File: src/mm4_pkg.sv
`timescale 1ns / 1ps
// ----------------------------------------------------------------------------
// mm4_pkg
// Shared types and constants of the 4x4 fixed-point matrix multiplier.
// ----------------------------------------------------------------------------
package mm4_pkg;

  localparam int Dim      = 4;
  localparam int ElemW    = 16;
  localparam int ProdW    = 2 * ElemW;
  localparam int OutW     = 2 * ElemW + 2;
  localparam int RowW     = 2;
  localparam int InDataW  = 72;
  localparam int OutDataW = 144;
  localparam int QDepth   = 4;
  localparam int QPtrW    = 2;
  localparam int QCntW    = 3;

  typedef enum logic {
    REQ_LOAD = 1'b0,
    REQ_MUL  = 1'b1
  } req_e;

  typedef struct packed {
    req_e                        req;
    logic [RowW-1:0]             row;
    logic [Dim-1:0][ElemW-1:0]   elem;
  } item_t;

endpackage

File: src/mm4_front.sv
`timescale 1ns / 1ps
// ----------------------------------------------------------------------------
// mm4_front
// Request intake: unpacks stream requests and queues them for the back end.
// ----------------------------------------------------------------------------
module mm4_front (
  input  logic                        clk_i,
  input  logic                        rst_ni,
  input  logic                        s_axis_tvalid,
  output logic                        s_axis_tready,
  input  logic [mm4_pkg::InDataW-1:0] s_axis_tdata,
  input  logic                        s_axis_tuser,
  output logic                        q_valid_o,
  input  logic                        q_ready_i,
  output mm4_pkg::item_t              q_item_o
);

  mm4_pkg::item_t                  mem_q [mm4_pkg::QDepth];
  mm4_pkg::item_t                  wr_item;
  logic [mm4_pkg::QPtrW-1:0]       wr_ptr_q, wr_ptr_d;
  logic [mm4_pkg::QPtrW-1:0]       rd_ptr_q, rd_ptr_d;
  logic [mm4_pkg::QCntW-1:0]       cnt_q, cnt_d;
  logic                            push, pop;

  function automatic logic [mm4_pkg::QCntW-1:0] QCntExt(input logic b);
    return {{(mm4_pkg::QCntW-1){1'b0}}, b};
  endfunction

  always_comb begin
    wr_item.req = mm4_pkg::req_e'(s_axis_tuser);
    wr_item.row = s_axis_tdata[mm4_pkg::RowW-1:0];
    for (int k = 0; k < mm4_pkg::Dim; k++) begin
      wr_item.elem[k] = s_axis_tdata[mm4_pkg::RowW + k*mm4_pkg::ElemW +: mm4_pkg::ElemW];
    end
  end

  assign s_axis_tready = (cnt_q != mm4_pkg::QCntW'(mm4_pkg::QDepth));
  assign q_valid_o     = (cnt_q != '0);
  assign q_item_o      = mem_q[rd_ptr_q];
  assign push          = s_axis_tvalid && s_axis_tready;
  assign pop           = q_valid_o && q_ready_i;

  always_comb begin
    wr_ptr_d = push ? wr_ptr_q + 1'b1 : wr_ptr_q;
    rd_ptr_d = pop ? rd_ptr_q + 1'b1 : rd_ptr_q;
    cnt_d    = cnt_q + QCntExt(push) - QCntExt(pop);
  end

  always_ff @(posedge clk_i or negedge rst_ni) begin
    if (!rst_ni) begin
      wr_ptr_q <= '0;
      rd_ptr_q <= '0;
      cnt_q    <= '0;
    end else begin
      wr_ptr_q <= wr_ptr_d;
      rd_ptr_q <= rd_ptr_d;
      cnt_q    <= cnt_d;
    end
  end

  always_ff @(posedge clk_i) begin
    if (push) begin
      mem_q[wr_ptr_q] <= wr_item;
    end
  end

endmodule

File: config.mk
export PLATFORM = sky130hd
export DESIGN_NAME = mm4_front
export DESIGN_NICKNAME = d
export VERILOG_FILES = /design/src/mm4_pkg.sv /design/src/mm4_front.sv
export SDC_FILE = /design/constraint.sdc
export NUM_CORES = 1
export LEC_CHECK = 0
export ABC_CLOCK_PERIOD_IN_PS = 2700
export BUFFER_PORTS_ARGS = -buffer_cell sky130_fd_sc_hd__buf_4
export CORE_MARGIN = 2
export CORE_UTILIZATION = 51
export CTS_CLUSTER_DIAMETER = 30
export DETAILED_ROUTE_END_ITERATION = 16
export GPL_TIMING_DRIVEN = 0
export PLACE_DENSITY = 0.74
export SYNTH_ARGS = -nofsm -noshare
export SYNTH_HDL_FRONTEND = slang
export SYNTH_SLANG_ARGS = --single-unit
File: constraint.sdc
create_clock -name clk_i -period 2.7 [get_ports clk_i]
set_input_delay 0.405 -clock clk_i [delete_from_list [all_inputs] [get_ports clk_i]]
set_output_delay 0.405 -clock clk_i [all_outputs]
set_load 0.03 [all_outputs]
==> results of run 1 <==
==> flip-flops by register name, indices dropped and copies added (netlist names) <==
register and cells:
cnt_q 3, mem_q 268, rd_ptr_q 2, wr_ptr_q 2
==> worst min-delay path by stage <==
stage	to	cells after the start
2_1_floorplan	cnt_q[0]	0
3_3_place_gp	wr_ptr_q[1]	1
3_5_place_dp	wr_ptr_q[1]	1
4_1_cts	mem_q[0][57]	1
5_1_grt	mem_q[3][35]	1
6_report	mem_q[3][38]	1
==> cells in the mapped netlist <==
cell type  number  share of area [%]
fa_1            1               0.20
buf_4           4               0.30
ha_1            6               0.74
edfxtp_1      268                 79
xnor2_1         3               0.26
o211ai_1        2               0.15
nor3b_1         1              0.074
o31a_1          1              0.086
nand4bb_1       2               0.22
xor2_1          1              0.086
buf_2           6               0.30
inv_1           6               0.22
and3b_1         4               0.35
nand2b_1        4               0.25
mux4_2         67                 15
clkbuf_1        3               0.11
buf_6           1               0.11
o311ai_0        1              0.086
buf_12          2               0.39
nand2_1         1              0.037
dfrtp_1         7                1.7
or3_1           1              0.062
==> final cells by class <==
type	instances	area, um2	area share [%]
flip-flops and latches	275	8223	62.19
well taps	265	331.6	2.508
repair buffers	144	1156	8.744
clock inverters	33	377.9	2.858
inverters	6	22.52	0.1703
clock buffers	51	1191	9.009
multi-input cells	95	1792	13.55
plain buffers	16	127.6	0.9653
==> per-stage QoR <==
step                worst slack (ps)  cell area (um2)  hold WS (ps)
finish                         138.1            13220         82.44
global route                   36.30            13220         63.73
CTS                            57.12            13210         56.16
detailed placement             122.9            11630         223.6
global placement               12.86            11520         219.9
floorplan                      453.6            10140         109.4
==> power groups by stage <==
stage | clock [W] | sequential, W | combinational (W)
after floorplan | 0 | 0.00587 | 0.00371
after global placement | 0 | 0.00592 | 0.00545
after detailed placement | 0 | 0.00595 | 0.00563
after CTS | 0.00586 | 0.00587 | 0.00566
after global routing | 0.00607 | 0.00593 | 0.00590
final | 0.00576 | 0.00587 | 0.00557
==> cell families after synthesis <==
logic type	Yosys count	share of synthesized area, %
compound gates	4	0.3208
xor+xnor	4	0.3456
fa+ha+maj	7	0.9378
buf+inv	22	1.431
flops	275	81.10
mux	67	14.88
simple gates	13	0.9871
==> per-layer routing <==
metal	share of wire (%)	track usage, %
met5	0	0
met4	1.9	5.693
met3	7.7	5.346
met2	51	31.88
met1	40	23.62
==> timing repair <==
action                                 CTS  global route
hold buffers                             1             0
setup endpoints to repair                0            15
gates resized for setup                  0             3
endpoints found under the hold margin    7             0
==> out/results.ini, run 1 <==
[outcome]
status=completed

[pwr]
fin_total_pwr_w=0.01719
peakVddDrop_v=0.0007213
switching_share_pct=31.62
power_frac_clock_pct=33.5
power_density_nw_per_um2=1300
p_switching_w=0.005435
seq_power_share_pct=34.1
internal_power_w=0.01175
power_frac_comb_pct=32.4
leakagePower_nw=4.636

[routing]
drtAntennaViolNets=0
wl_per_cell_um=21.67
vias=4821
route.detailed.drc=0
wirelength_mm=19.18
drt_pass1_iterations=4
viasPerCell=5.447
drt_iter0_drc=275

[sta]
rsz0062_at_grt=false
tightest_slew_ps=714.3
fmax_mhz=390.3
fin_crit_sh_pct=94.88
tns_ps=0
drv_slew=0
max_slew_margin_pct=52.38
finClkSkew_ps=14.36
setup_viol=0
min_period_ps=2562
hold_viol_final=0

[setup_path]
worstSetupPathDepth=4
r2r-start=cnt_q[1]
path_max_fanout=10
reg2reg_to=cnt_q[2]
reg2reg_slack_ps=330
crit_end=q_item_o[27]
worstPathCellList=buf_2 > clkbuf_1 > mux4_2 > buf_4
cp_slowest_cell=clkbuf_1
critPathBufInv=3
cp-end-kind=output port
crit_arrival_ps=2160
cpLargestDelayFamily=buffers and inverters
crit_type=flop to output port
max_stage_delay_ps=560
required_ps=2300
reg2reg_depth=9
startpoint=rd_ptr_q[1]
startpoint_type=flop

[grt]
grt_pass1_vias=5371
grt-ovfl-total=0
grt_max_degree=42
grt_antenna_before_repair=0
grt_use_total_pct=18.73
grt_pass1_wl_mm=29.97

[clock_tree]
h-tree-depth=2
postCtsSetupRepairBufs=0
cts-root-buf=clkbuf_16
clockBufferDepth=3
insertion_delay_ps=520
cts.sinks=275
path_clk_slew_ps=50
numCtsBuffers=46
cts_tree=built

[job]
cap_violations=0

[cells_and_area]
drive_above_1_share_pct=49.35
fin_nets=668
finalNonFillerCells=885
mostFrequentLayoutCells=268 x edfxtp_1, 143 x buf_4, 67 x mux4_2
final_common_cell=edfxtp_1
diodes=0
n_fill_cell=1235
final_util_pct=67.93
area_delta_synth_final_pct=30.39

[place]
place_congestion=0.7337
port_buffers=139
dpl.hpwl_mm=11.45
dpl.cell_count=800

[logic_synthesis]
synthCells=392
ys_ff_latch=275
syn-mean-instance-area_um2=25.87
syn_area_um2=10140
synth-seq-area-share_pct=81.10
yosysWarnings=0
synth_nets=476
netlist-cell-type-count=22

[floorplanning]
die_h_um=145
die_area_um2=21030
core_um2=19460
pin_count=146
start_util_pct=52.10
dieWidth_um=145
row_count=51

[min_path]
worstHoldStart=s_axis_tdata[40]
hold_path.class=primary input to flop

(Power assumes the default switching activity.)
==> inputs of run 2 (changes only) <==
PLACE_DENSITY = 0.73   (was 0.74)
==> out/results.ini, run 2 (synthesis gave the netlist of run 1 again) <==
[floorplanning]
row_count=51  ; unchanged
dieWidth_um=145  ; unchanged
pin_count=146  ; unchanged
start_util_pct=52.10  ; unchanged
die_h_um=145  ; unchanged
die_area_um2=21030  ; unchanged
core_um2=19460  ; unchanged

[pwr]
power_frac_clock_pct=34.1  ; was 33.5%
leakagePower_nw=4.660  ; was 4.636 nW
internal_power_w=0.01201  ; was 0.01175 W
switching_share_pct=30.73  ; was 31.62%
power_frac_comb_pct=32.0  ; was 32.4%
power_density_nw_per_um2=1308  ; was 1300 nW/um2
p_switching_w=0.005330  ; was 0.005435 W
seq_power_share_pct=33.9  ; was 34.1%
peakVddDrop_v=0.001007  ; was 0.0007213 V

[place]
port_buffers=139  ; unchanged
place_congestion=0.6980  ; was 0.7337
dpl.hpwl_mm=11.27  ; was 11.45 mm

[routing]
wl_per_cell_um=21.63  ; was 21.67 um
wirelength_mm=19.15  ; was 19.18 mm
drt_pass1_iterations=4  ; unchanged
drt_iter0_drc=310  ; was 275
vias=4791  ; was 4821
route.detailed.drc=0  ; unchanged
viasPerCell=5.414  ; was 5.447
drtAntennaViolNets=0  ; unchanged

[clock_tree]
clockBufferDepth=3  ; unchanged
numCtsBuffers=47  ; was 46
h-tree-depth=2  ; unchanged
insertion_delay_ps=520  ; about the same
cts_tree=built  ; unchanged
path_clk_slew_ps=50  ; about the same
cts-root-buf=clkbuf_16  ; unchanged
cts.sinks=275  ; unchanged

[grt]
grt_use_total_pct=18.68  ; was 18.73%
grt_max_degree=47  ; was 42
grt_pass1_wl_mm=30.01  ; was 29.97 mm
grt_antenna_before_repair=0  ; unchanged
grt_pass1_vias=5372  ; was 5371
grt-ovfl-total=0  ; unchanged

[cells_and_area]
area_delta_synth_final_pct=30.77  ; was 30.39%
mostFrequentLayoutCells=268 x edfxtp_1, 143 x buf_4, 67 x mux4_2  ; unchanged
reg.largest.list=mem_q x268, cnt_q x3  ; unchanged
largest_register=mem_q  ; unchanged
drive_above_1_share_pct=48.39  ; was 49.35%
regArea_um2=8223  ; unchanged
n_fill_cell=1213  ; was 1235
fin_nets=669  ; was 668
diodes=0  ; unchanged
multi_input_area_um2=1792  ; unchanged
final_util_pct=68.13  ; was 67.93%
largest_reg_flops=268  ; unchanged
final_common_cell=edfxtp_1  ; unchanged

[sta]
hold_viol_final=0  ; unchanged
tightest_slew_ps=719.7  ; was 714.3 ps
fin_crit_sh_pct=94.25  ; was 94.88%
max_slew_margin_pct=52.02  ; was 52.38%
tns_ps=0  ; unchanged
setup_viol=0  ; unchanged
finClkSkew_ps=16.51  ; was 14.36 ps
fmax_mhz=393.0  ; was 390.3 MHz
drv_slew=0  ; unchanged
min_period_ps=2545  ; was 2562 ps
rsz0062_at_grt=false  ; unchanged

[setup_path]
reg2reg_depth=9  ; unchanged
cp-end-kind=output port  ; unchanged
crit_type=flop to output port  ; unchanged
startpoint_type=flop  ; unchanged
crit_arrival_ps=2140  ; was 2160 ps
reg2reg_to=cnt_q[2]  ; unchanged
r2r-start=cnt_q[1]  ; unchanged
required_ps=2300  ; about the same
reg2reg_slack_ps=380  ; was 330 ps
path_max_fanout=10  ; unchanged

[outcome]
status=completed  ; unchanged

[job]
cap_violations=0  ; unchanged

[min_path]
worstHoldStart=s_axis_tdata[53]  ; was s_axis_tdata[40]
holdPathEnd=mem_q[0][51]  ; was mem_q[3][38]
min_path_cells=1  ; unchanged
hold_path.class=primary input to flop  ; unchanged

-- run 2: cell types whose count changed in the layout (fill, tap and decap cells not counted), sizes merged --
cell	delta
clkinvlp	-2
clkinv	-1
bufinv	+2
inv	-3
clkbuf	+4
-- run 2: final cells by class --
type	count	area share, %
Timing Repair Buffer	144	8.719
Inverter	6	0.1698
Buffer	16	0.9719
Clock buffer	55	9.417
Multi-Input combinational cell	95	13.51
Tap cell	265	2.500
Clock inverter	29	2.699
Sequential cell	275	62.01
-- run 2: power by group through the flow --
| stage | clock network [W] | registers (W) | logic [W] |
|---|---|---|---|
| floorplan | 0 | 0.00587 | 0.00371 |
| global placement | 0 | 0.00592 | 0.00545 |
| detailed placement | 0 | 0.00595 | 0.00562 |
| CTS | 0.00600 | 0.00589 | 0.00566 |
| global route | 0.00622 | 0.00594 | 0.00589 |
| finish | 0.00592 | 0.00588 | 0.00555 |
-- run 2: worst max-delay path by stage --
stage                startpoint      endpoint  slack (ps)  cells after the start
floorplan              cnt_q[1]      cnt_q[2]         450                      9
global placement       cnt_q[2]  mem_q[3][16]          20                      2
detailed placement     cnt_q[1]      cnt_q[2]         140                      9
CTS                 rd_ptr_q[1]  q_item_o[50]          40                      5
global route        rd_ptr_q[1]  q_item_o[50]          20                      5
finish              rd_ptr_q[1]  q_item_o[50]         160                      5
-- run 2: timing repair --
| action | in CTS | in global routing |
|---|---|---|
| buffers inserted | 0 | 0 |
| resized for setup | 0 | 5 |
| endpoints found under the hold margin | 7 | 0 |
| endpoints found under the setup margin | 0 | 17 |
| hold buffers | 1 | 0 |
-- run 2: stage by stage --
step                      instance area (um2)  total power (W)  setup WS, ps  instances  hold slack [ps]
after global placement                  11520          0.01138         18.70        796            225.0
after CTS                               13250          0.01755         39.79        885            70.58
after global routing                    13260          0.01806         23.64        885            68.63
final                                   13260          0.01735         155.3        885            89.52
after floorplan                         10140         0.009581         453.6        392            109.4
after detailed placement                11630          0.01157         137.2        800            229.0
-- run 2: per-layer routing --
metal / track usage (%) / wire length, um
met5: 0 / 0
met1: 24.43 / 7755
met2: 31.67 / 9916
met3: 4.906 / 1210
met4: 4.703 / 263
-- run 2: worst max-delay path, cell delays in order (launching register included) --
cell	delay (ps)
dfrtp_1	310
buf_2	140
buf_2	310
clkbuf_4	340
mux4_2	350
buf_4	190
